File: src/hdl/srme_pkg.sv
`timescale 1ns / 1ps
// Shared constants, codes and entry type of the sparse row merge engine.
package srme_pkg;

    localparam int ROW_LENGTH_DEF = 16;
    localparam int MAX_RESULTS    = 16;
    localparam int RES_W          = $clog2(MAX_RESULTS + 1);

    localparam int CMD_W   = 2;
    localparam int COL_W   = 5;
    localparam int VAL_W   = 32;
    localparam int MODE_W  = 2;
    localparam int PADDR_W = 2;
    localparam int PDATA_W = 32;

    // input commands
    localparam logic [CMD_W-1:0] CMD_LOAD_A = 2'd0;
    localparam logic [CMD_W-1:0] CMD_LOAD_B = 2'd1;
    localparam logic [CMD_W-1:0] CMD_RUN    = 2'd2;

    // run operations
    localparam logic [MODE_W-1:0] OP_ADD = 2'd0;
    localparam logic [MODE_W-1:0] OP_SUB = 2'd1;
    localparam logic [MODE_W-1:0] OP_DOT = 2'd2;

    // register byte address
    localparam logic [PADDR_W-1:0] ADDR_OP_MODE = 2'd0;

    localparam logic [VAL_W-1:0] VAL_MAX = 32'h7FFF_FFFF;
    localparam logic [VAL_W-1:0] VAL_MIN = 32'h8000_0000;

    typedef struct packed {
        logic [COL_W-1:0]        col;
        logic signed [VAL_W-1:0] val;
    } t_entry;

    localparam int ENTRY_W = $bits(t_entry);

endpackage

File: src/hdl/sparse_row_merge_engine.sv
`timescale 1ns / 1ps
// Top level of the sparse row merge engine: row loading, merge sequencer, output register.
//
//   channel   | handshake                 | payload
//   ----------+---------------------------+--------------------------------------------
//   request   | i_in_valid / o_in_ready   | i_cmd, i_column, i_value
//   result    | o_out_valid / i_out_ready | o_out_column, o_out_value, o_nonzero,
//             |                           | o_saturated, o_last
//   config    | psel penable pwrite pready| paddr, pwdata, prdata (op_mode at address 0)
//
// Each merge step reads both row heads in S_READ (one read port per row RAM, registered
// read) and compares them in S_STEP; a dot-product match then passes S_ACC (multiply, then
// the shared adder accumulates), each nonzero result S_PUSH. A run ends when a compare finds
// nothing left to merge or the result limit is hit; S_FIN then posts the final result. The
// merge steps never exceed ROW_LENGTH. No clearing pass after reset; reset is synchronous.
// A run waits while a result meets a full output register; no request is taken until it ends.
module sparse_row_merge_engine #(
    parameter int ROW_LENGTH = srme_pkg::ROW_LENGTH_DEF
) (
    input  logic                          i_clk,
    input  logic                          i_rst_n,
    input  logic                          i_in_valid,
    output logic                          o_in_ready,
    input  logic [srme_pkg::CMD_W-1:0]    i_cmd,
    input  logic [srme_pkg::COL_W-1:0]    i_column,
    input  logic signed [srme_pkg::VAL_W-1:0] i_value,
    output logic                          o_out_valid,
    input  logic                          i_out_ready,
    output logic [srme_pkg::COL_W-1:0]    o_out_column,
    output logic signed [srme_pkg::VAL_W-1:0] o_out_value,
    output logic                          o_nonzero,
    output logic                          o_saturated,
    output logic                          o_last,
    input  logic                          psel,
    input  logic                          penable,
    input  logic                          pwrite,
    input  logic [srme_pkg::PADDR_W-1:0]  paddr,
    input  logic [srme_pkg::PDATA_W-1:0]  pwdata,
    output logic [srme_pkg::PDATA_W-1:0]  prdata,
    output logic                          pready
);

    import srme_pkg::*;

    localparam int CNT_W = $clog2(ROW_LENGTH + 1);
    localparam int AW    = (ROW_LENGTH > 1) ? $clog2(ROW_LENGTH) : 1;
    localparam int ACC_W = 48 + CNT_W;

    localparam logic [2:0] S_IDLE = 3'd0;
    localparam logic [2:0] S_READ = 3'd1;
    localparam logic [2:0] S_STEP = 3'd2;
    localparam logic [2:0] S_ACC  = 3'd3;
    localparam logic [2:0] S_PUSH = 3'd4;
    localparam logic [2:0] S_FIN  = 3'd5;

    // control state
    logic [2:0]        r_state, n_state;
    logic [MODE_W-1:0] r_op_mode;
    logic [CNT_W-1:0]  r_cnt_a, n_cnt_a, r_cnt_b, n_cnt_b;
    logic [COL_W-1:0]  r_last_a, n_last_a, r_last_b, n_last_b;
    logic              r_pend_v, n_pend_v;
    logic              r_out_valid, n_out_valid;

    // datapath
    logic [CNT_W-1:0]        r_i, n_i, r_j, n_j;
    logic [RES_W-1:0]        r_found, n_found;
    logic [ACC_W-1:0]        r_acc, n_acc;
    logic signed [63:0]      r_prod, n_prod;
    logic [COL_W-1:0]        r_new_col, n_new_col, r_pend_col, n_pend_col;
    logic [VAL_W-1:0]        r_new_val, n_new_val, r_pend_val, n_pend_val;
    logic                    r_new_sat, n_new_sat, r_pend_sat, n_pend_sat;
    logic [COL_W-1:0]        r_out_col, n_out_col;
    logic [VAL_W-1:0]        r_out_val, n_out_val;
    logic                    r_out_nz, n_out_nz, r_out_sat, n_out_sat;
    logic                    r_out_last, n_out_last;

    logic   w_in_acc, w_out_free, w_cfg_wr;
    logic   w_col_ok, w_ok_a, w_ok_b, w_we_a, w_we_b;
    t_entry w_wdata, w_ra, w_rb;
    logic   w_a_ok, w_b_ok, w_take_a, w_take_b, w_res_done;
    logic signed [63:0] w_prod;
    logic [ACC_W-1:0]   w_add_x, w_add_y, w_sum, w_sat_in;
    logic               w_add_sub;
    logic [ACC_W-32:0]  w_hi;
    logic               w_sat;
    logic [VAL_W-1:0]   w_sat_val;

    // configuration port
    assign pready   = 1'b1;
    assign w_cfg_wr = psel && penable && pwrite && pready;
    assign prdata   = (paddr == ADDR_OP_MODE) ? {{(PDATA_W-MODE_W){1'b0}}, r_op_mode}
                                              : '0;

    assign o_in_ready = (r_state == S_IDLE);
    assign w_in_acc   = i_in_valid && o_in_ready;
    assign w_out_free = !r_out_valid || i_out_ready;

    // load checks
    assign w_col_ok = (i_column != '0) && (32'(i_column) <= 32'(ROW_LENGTH));
    assign w_ok_a   = w_col_ok && (i_column > r_last_a) && (r_cnt_a < CNT_W'(ROW_LENGTH));
    assign w_ok_b   = w_col_ok && (i_column > r_last_b) && (r_cnt_b < CNT_W'(ROW_LENGTH));
    assign w_we_a   = w_in_acc && (i_cmd == CMD_LOAD_A) && w_ok_a;
    assign w_we_b   = w_in_acc && (i_cmd == CMD_LOAD_B) && w_ok_b;
    assign w_wdata  = '{col: i_column, val: i_value};

    srme_ram #(
        .WIDTH (ENTRY_W),
        .DEPTH (ROW_LENGTH)
    ) u_row_a (
        .i_clk   (i_clk),
        .i_we    (w_we_a),
        .i_waddr (r_cnt_a[AW-1:0]),
        .i_wdata (w_wdata),
        .i_raddr (r_i[AW-1:0]),
        .o_rdata (w_ra)
    );

    srme_ram #(
        .WIDTH (ENTRY_W),
        .DEPTH (ROW_LENGTH)
    ) u_row_b (
        .i_clk   (i_clk),
        .i_we    (w_we_b),
        .i_waddr (r_cnt_b[AW-1:0]),
        .i_wdata (w_wdata),
        .i_raddr (r_j[AW-1:0]),
        .o_rdata (w_rb)
    );

    // merge decision on the two row heads
    assign w_a_ok   = (r_i < r_cnt_a);
    assign w_b_ok   = (r_j < r_cnt_b);
    assign w_take_a = w_a_ok && (!w_b_ok || (w_ra.col <= w_rb.col));
    assign w_take_b = w_b_ok && (!w_a_ok || (w_rb.col <= w_ra.col));

    assign w_prod = w_ra.val * w_rb.val;

    // shared adder: merge sum/difference in S_STEP, accumulate in S_ACC
    always_comb begin
        if (r_state == S_ACC) begin
            w_add_x   = r_acc;
            w_add_y   = {{(ACC_W-48){r_prod[63]}}, r_prod[63:16]};
            w_add_sub = 1'b0;
        end else begin
            w_add_x   = w_take_a ? {{(ACC_W-VAL_W){w_ra.val[VAL_W-1]}}, w_ra.val} : '0;
            w_add_y   = w_take_b ? {{(ACC_W-VAL_W){w_rb.val[VAL_W-1]}}, w_rb.val} : '0;
            w_add_sub = (r_op_mode == OP_SUB);
        end
    end

    assign w_sum = w_add_x + (w_add_sub ? ~w_add_y : w_add_y) + ACC_W'(w_add_sub);

    // saturate to 32 bits
    assign w_sat_in  = (r_state == S_FIN) ? r_acc : w_sum;
    assign w_hi      = w_sat_in[ACC_W-1:31];
    assign w_sat     = !((&w_hi) || !(|w_hi));
    assign w_sat_val = !w_sat ? w_sat_in[VAL_W-1:0]
                     : (w_sat_in[ACC_W-1] ? VAL_MIN : VAL_MAX);

    assign w_res_done = (r_found == RES_W'(MAX_RESULTS));

    always_comb begin
        n_state     = r_state;
        n_cnt_a     = r_cnt_a;
        n_cnt_b     = r_cnt_b;
        n_last_a    = r_last_a;
        n_last_b    = r_last_b;
        n_pend_v    = r_pend_v;
        n_out_valid = r_out_valid;
        n_i         = r_i;
        n_j         = r_j;
        n_found     = r_found;
        n_acc       = r_acc;
        n_prod      = r_prod;
        n_new_col   = r_new_col;
        n_new_val   = r_new_val;
        n_new_sat   = r_new_sat;
        n_pend_col  = r_pend_col;
        n_pend_val  = r_pend_val;
        n_pend_sat  = r_pend_sat;
        n_out_col   = r_out_col;
        n_out_val   = r_out_val;
        n_out_nz    = r_out_nz;
        n_out_sat   = r_out_sat;
        n_out_last  = r_out_last;

        if (r_out_valid && i_out_ready) begin
            n_out_valid = 1'b0;
        end

        unique case (r_state)
            S_IDLE: begin
                if (w_in_acc) begin
                    case (i_cmd)
                        CMD_LOAD_A: begin
                            if (w_ok_a) begin
                                n_cnt_a  = r_cnt_a + 1'b1;
                                n_last_a = i_column;
                            end
                        end
                        CMD_LOAD_B: begin
                            if (w_ok_b) begin
                                n_cnt_b  = r_cnt_b + 1'b1;
                                n_last_b = i_column;
                            end
                        end
                        CMD_RUN: begin
                            n_i     = '0;
                            n_j     = '0;
                            n_acc   = '0;
                            n_found = '0;
                            n_state = (r_op_mode == OP_ADD || r_op_mode == OP_SUB ||
                                       r_op_mode == OP_DOT) ? S_READ : S_FIN;
                        end
                        default: begin
                        end
                    endcase
                end
            end
            S_READ: begin
                n_state = S_STEP;
            end
            S_STEP: begin
                if (r_op_mode == OP_DOT) begin
                    if (w_a_ok && w_b_ok) begin
                        n_state = S_READ;
                        if (w_ra.col < w_rb.col) begin
                            n_i = r_i + 1'b1;
                        end else if (w_ra.col > w_rb.col) begin
                            n_j = r_j + 1'b1;
                        end else begin
                            n_i     = r_i + 1'b1;
                            n_j     = r_j + 1'b1;
                            n_prod  = w_prod;
                            n_state = S_ACC;
                        end
                    end else begin
                        n_state = S_FIN;
                    end
                end else if (!w_a_ok && !w_b_ok) begin
                    n_state = S_FIN;
                end else begin
                    if (w_take_a) begin
                        n_i = r_i + 1'b1;
                    end
                    if (w_take_b) begin
                        n_j = r_j + 1'b1;
                    end
                    if (w_sum != '0) begin
                        n_new_col = w_take_a ? w_ra.col : w_rb.col;
                        n_new_val = w_sat_val;
                        n_new_sat = w_sat;
                        n_found   = r_found + 1'b1;
                        n_state   = S_PUSH;
                    end else begin
                        // drop zero result
                        n_state = S_READ;
                    end
                end
            end
            S_ACC: begin
                n_acc   = w_sum;
                n_state = S_READ;
            end
            S_PUSH: begin
                // hold one result back so the final one can carry last
                if (!r_pend_v || w_out_free) begin
                    if (r_pend_v) begin
                        n_out_valid = 1'b1;
                        n_out_col   = r_pend_col;
                        n_out_val   = r_pend_val;
                        n_out_nz    = 1'b1;
                        n_out_sat   = r_pend_sat;
                        n_out_last  = 1'b0;
                    end
                    n_pend_v   = 1'b1;
                    n_pend_col = r_new_col;
                    n_pend_val = r_new_val;
                    n_pend_sat = r_new_sat;
                    n_state    = w_res_done ? S_FIN : S_READ;
                end
            end
            S_FIN: begin
                if (w_out_free) begin
                    n_out_valid = 1'b1;
                    n_out_last  = 1'b1;
                    if (r_op_mode == OP_DOT) begin
                        n_out_col = '0;
                        n_out_val = w_sat_val;
                        n_out_nz  = (r_acc != '0);
                        n_out_sat = w_sat;
                    end else if (r_pend_v) begin
                        n_out_col = r_pend_col;
                        n_out_val = r_pend_val;
                        n_out_nz  = 1'b1;
                        n_out_sat = r_pend_sat;
                    end else begin
                        n_out_col = '0;
                        n_out_val = '0;
                        n_out_nz  = 1'b0;
                        n_out_sat = 1'b0;
                    end
                    n_pend_v = 1'b0;
                    n_cnt_a  = '0;
                    n_cnt_b  = '0;
                    n_last_a = '0;
                    n_last_b = '0;
                    n_state  = S_IDLE;
                end
            end
            default: begin
                n_state = S_IDLE;
            end
        endcase
    end

    always_ff @(posedge i_clk) begin
        if (!i_rst_n) begin
            r_state     <= S_IDLE;
            r_op_mode   <= OP_ADD;
            r_cnt_a     <= '0;
            r_cnt_b     <= '0;
            r_last_a    <= '0;
            r_last_b    <= '0;
            r_pend_v    <= 1'b0;
            r_out_valid <= 1'b0;
        end else begin
            r_state     <= n_state;
            r_cnt_a     <= n_cnt_a;
            r_cnt_b     <= n_cnt_b;
            r_last_a    <= n_last_a;
            r_last_b    <= n_last_b;
            r_pend_v    <= n_pend_v;
            r_out_valid <= n_out_valid;
            if (w_cfg_wr && (paddr == ADDR_OP_MODE)) begin
                r_op_mode <= pwdata[MODE_W-1:0];
            end
        end
    end

    always_ff @(posedge i_clk) begin
        r_i        <= n_i;
        r_j        <= n_j;
        r_found    <= n_found;
        r_acc      <= n_acc;
        r_prod     <= n_prod;
        r_new_col  <= n_new_col;
        r_new_val  <= n_new_val;
        r_new_sat  <= n_new_sat;
        r_pend_col <= n_pend_col;
        r_pend_val <= n_pend_val;
        r_pend_sat <= n_pend_sat;
        r_out_col  <= n_out_col;
        r_out_val  <= n_out_val;
        r_out_nz   <= n_out_nz;
        r_out_sat  <= n_out_sat;
        r_out_last <= n_out_last;
    end

    assign o_out_valid  = r_out_valid;
    assign o_out_column = r_out_col;
    assign o_out_value  = r_out_val;
    assign o_nonzero    = r_out_nz;
    assign o_saturated  = r_out_sat;
    assign o_last       = r_out_last;

    a_pend_only_in_run: assert property (@(posedge i_clk) disable iff (!i_rst_n)
        (r_state == S_IDLE) |-> !r_pend_v)
        else $error("held result outside a run");

    a_count_bound: assert property (@(posedge i_clk) disable iff (!i_rst_n)
        (r_cnt_a <= CNT_W'(ROW_LENGTH)) && (r_cnt_b <= CNT_W'(ROW_LENGTH)))
        else $error("row count beyond row length");

    a_run_clears: assert property (@(posedge i_clk) disable iff (!i_rst_n)
        (r_state == S_FIN && w_out_free) |=>
        (r_cnt_a == '0 && r_cnt_b == '0 && r_state == S_IDLE && o_out_valid && o_last))
        else $error("run end did not clear rows or post last result");

    a_found_bound: assert property (@(posedge i_clk) disable iff (!i_rst_n)
        (r_state != S_IDLE) |-> (r_found <= RES_W'(MAX_RESULTS)))
        else $error("result count beyond limit");

    a_mid_nonzero: assert property (@(posedge i_clk) disable iff (!i_rst_n)
        (o_out_valid && !o_last) |-> o_nonzero)
        else $error("empty result not at end of run");

endmodule

File: src/hdl/srme_ram.sv
`timescale 1ns / 1ps
// Generic single-write, single-read RAM with registered read data.
module srme_ram #(
    parameter int WIDTH = 8,
    parameter int DEPTH = 16,
    parameter int AW    = (DEPTH > 1) ? $clog2(DEPTH) : 1
) (
    input  logic             i_clk,
    input  logic             i_we,
    input  logic [AW-1:0]    i_waddr,
    input  logic [WIDTH-1:0] i_wdata,
    input  logic [AW-1:0]    i_raddr,
    output logic [WIDTH-1:0] o_rdata
);

    logic [WIDTH-1:0] r_mem [DEPTH];
    logic [WIDTH-1:0] r_rdata;

    always_ff @(posedge i_clk) begin
        if (i_we) begin
            r_mem[i_waddr] <= i_wdata;
        end
        r_rdata <= r_mem[i_raddr];
    end

    assign o_rdata = r_rdata;

endmodule

File: config.mk
export PLATFORM = sky130hd
export DESIGN_NAME = sparse_row_merge_engine
export DESIGN_NICKNAME = d
export VERILOG_FILES = /design/src/hdl/srme_pkg.sv /design/src/hdl/sparse_row_merge_engine.sv /design/src/hdl/srme_ram.sv
export SDC_FILE = /design/constraint.sdc
export NUM_CORES = 2
export LEC_CHECK = 0
export BUFFER_PORTS_ARGS = -buffer_cell sky130_fd_sc_hd__buf_2
export CELL_PAD_IN_SITES_DETAIL_PLACEMENT = 1
export CELL_PAD_IN_SITES_GLOBAL_PLACEMENT = 1
export CORE_ASPECT_RATIO = 0.7
export CORE_MARGIN = 1
export CORE_UTILIZATION = 30
export CTS_CLUSTER_DIAMETER = 40
export DETAILED_ROUTE_END_ITERATION = 6
export HOLD_SLACK_MARGIN = 0.03
export PLACE_DENSITY = 0.6
export SYNTH_ARGS = -nofsm -noshare
export SYNTH_HDL_FRONTEND = slang
export SYNTH_SLANG_ARGS = --single-unit
File: constraint.sdc
create_clock -name i_clk -period 9 [get_ports i_clk]
set_clock_uncertainty 0.05 [all_clocks]
set_input_delay 0.9 -clock i_clk [delete_from_list [all_inputs] [get_ports i_clk]]
set_output_delay 0.9 -clock i_clk [all_outputs]
set_load 0.005 [all_outputs]
==> metrics.txt <==
via count=59,498; ANT nets after route=0; worst setup path category=reg2reg; Initial Util=30.14%; row count=175; first-pass GRT wire length=458,900 microns; 1st-iter DRT viols=5,609; Max Slew Vio Count=0; clock-pin slew on the worst setup and hold paths=0.06 ns; Avg Inst Size Synth=13.63 sq um; Area growth syn-to-layout=14.13%; IO buf count=93; outcome=completed; Fmax=0.1143 GHz; most frequent cells in the layout=edfxtp_1, fa_1, inv_1; Sink Count=1,517; slew margin rel.=23.84%; Gate Count Post-Synth=7,177; initial antenna violation count=42; CTS tree=done; core area=0.3245 sq mm; FFs w/ async S/R, synth=0%; Post-Syn Area=0.09782 sq mm; Final TNS setup=0 ns; number of global-route vias before repair=64,482; class of the worst hold path=reg2reg; Die Ht=479.7 microns; HPWL after detailed placement=214,200 microns; final setup fails=0; filler instances=34,195; total iterations of the first detailed-routing run=6; largest cells by area after synthesis=edfxtp_1, fa_1, mux4_2; highest net fanout along the worst path=23; Hold Vio Cnt, Final=0; chip width=684.5 microns; root buffer selected by CTS=clkbuf_16; Most common cell on crit path=fa_1; GRT overflow=0; Post-synth EDFFs=1,416; Multi-input gate area=0.04806 sq mm; CP Capture Type=register; CTS Hold Bufs=0; final worst-path cycle share=97.18%; Main synth FF type=edfxtp_1; final WL=311,900 microns; commonest non-fill, non-tap cell in the layout=edfxtp_1; Largest stage delay, worst path=0.60 ns; NumNets Final=8,766; Synth top area share=43.47%; YS warnings=0; Least-Margin Pin Slew=1.142 ns; startpoint types=register; Max-Cap Viols=0; worst skew pair latency=0.85 ns; layout cells sized above 1=16.31%; critical path required time=9.49 ns; worst endpoint data arrival time=9.24 ns; Num CTS Buffers=194; total track usage=19.05%; Worst path slowest cell=fa_1; largest net degree at the start of global routing=123; FF+latch count, synth=1,517; Synth area leader=edfxtp_1; Vias per Instance=5.018; gpl congestion=0.9120; Synth cell types=103; CTS max path bufs=3; H-tree lvl count=4; unrepaired setup endpoints after global routing=false; sequential share of the synthesized area=45.54%; DR DRC count=0; min cycle time layout=8.747 ns; Ports=155; die area=0.3284 sq mm; WL per Instance=26.31 microns; FF+latch area=0.04458 sq mm
==> cell type report <==
type                            instances  area share (%)
Tap cell                             4336           4.860
Antenna cell                           11         0.02466
Multi-Input combinational cell       4244           43.05
Inverter                             1042           3.507
Clock inverter                        144           1.607
Sequential cell                      1517           39.93
Timing Repair Buffer                  339           2.524
Clock buffer                          224           4.503
==> cell usage after synthesis, drive strengths merged (45+ instances only) <==
master	instances
inv	1041
a21oi	148
nor2	177
a21o	46
ha	266
mux4	370
clkbuf	307
fa	1082
o21ai	130
o21a	48
nand3	48
buf	96
xor2	45
nand2	759
dfxtp	101
edfxtp	1416
nor3	50
and2	537
xnor2	111
==> layer usage <==
metal,vias to the layer above,share of wire [%],global-route usage [%]
li1,24616,-,-
met1,32433,48,29.38
met2,2116,42,27.76
met3,321,8.2,3.983
met4,12,1.5,3.273
met5,-,0.026,0
==> stage by stage <==
stage          instance area, sq um  setup slack (ns)  instances  hold WS (ns)  utilization (%)
6_report                     111600            0.2534      11857        0.3566            34.40
5_1_grt                      111600           0.01654      11848        0.3711            34.40
4_1_cts                      111500           0.02455      11846        0.3535            34.37
3_5_place_dp                 104700           -0.2735      11478        0.3562            32.26
3_3_place_gp                 104700           -0.2248      11478        0.3511            32.26
2_1_floorplan                 97930            0.4895       7206        0.3503                -
==> final timing paths <==
| path | startpoint | end | slack, ns | depth (start not counted) |
|---|---|---|---|---|
| worst min register to register | r_new_val[9] | r_pend_val[9] | 0.36 | 0 |
| worst max-delay path | u_row_a.o_rdata[20] | r_prod[62] | 0.25 | 28 |
| worst max register to register | u_row_a.o_rdata[20] | r_prod[62] | 0.25 | 28 |
| worst min-delay path | r_new_val[9] | r_pend_val[9] | 0.36 | 0 |
==> sequential cells by signal, indices dropped and copies added, names as in the netlist, 32 cells and up <==
signal	flops
u_row_b.r_mem	592
u_row_a.r_mem	592
r_acc	53
u_row_a.o_rdata	37
r_new_val	32
r_pend_val	32
r_prod	48
o_out_value	32
u_row_b.o_rdata	37
==> cell families (layout without fill, tap and decap cells) <==
| logic type | count (synthesis) | after routing | share of synthesized area, % |
|---|---|---|---|
| AOI/OAI and AO/OA | 547 | 547 | 3.907 |
| xor gates and xnor gates | 156 | 156 | 1.397 |
| adders and majority gates | 1348 | 1348 | 25.55 |
| buffers and inverters | 1445 | 1749 | 5.789 |
| DFF | 1517 | 1517 | 45.54 |
| muxes | 412 | 412 | 8.992 |
| other | 2 | 42 | 0.007678 |
| and+or+nand+nor | 1750 | 1750 | 8.823 |
==> repair_timing <==
item / CTS / global route
setup buffers: 0 / 1
pin swaps: 0 / 1
endpoints found under the setup margin: 5 / 5
gates resized for setup: 5 / 21
==> critical path: cells and delay by family (launching register included) <==
kind / cells / cell delay (ns)
DFF: 1 / 0.56
AOI/OAI and AO/OA: 7 / 1.43
and+or+nand+nor: 3 / 0.67
adders and majority gates: 9 / 4.38
xor gates and xnor gates: 1 / 0.13
buffers and inverters: 8 / 1.23
Power is left out: the tool's default activity adds up to more than one toggle a clock period on the data nets, which glitch-free logic cannot reach.
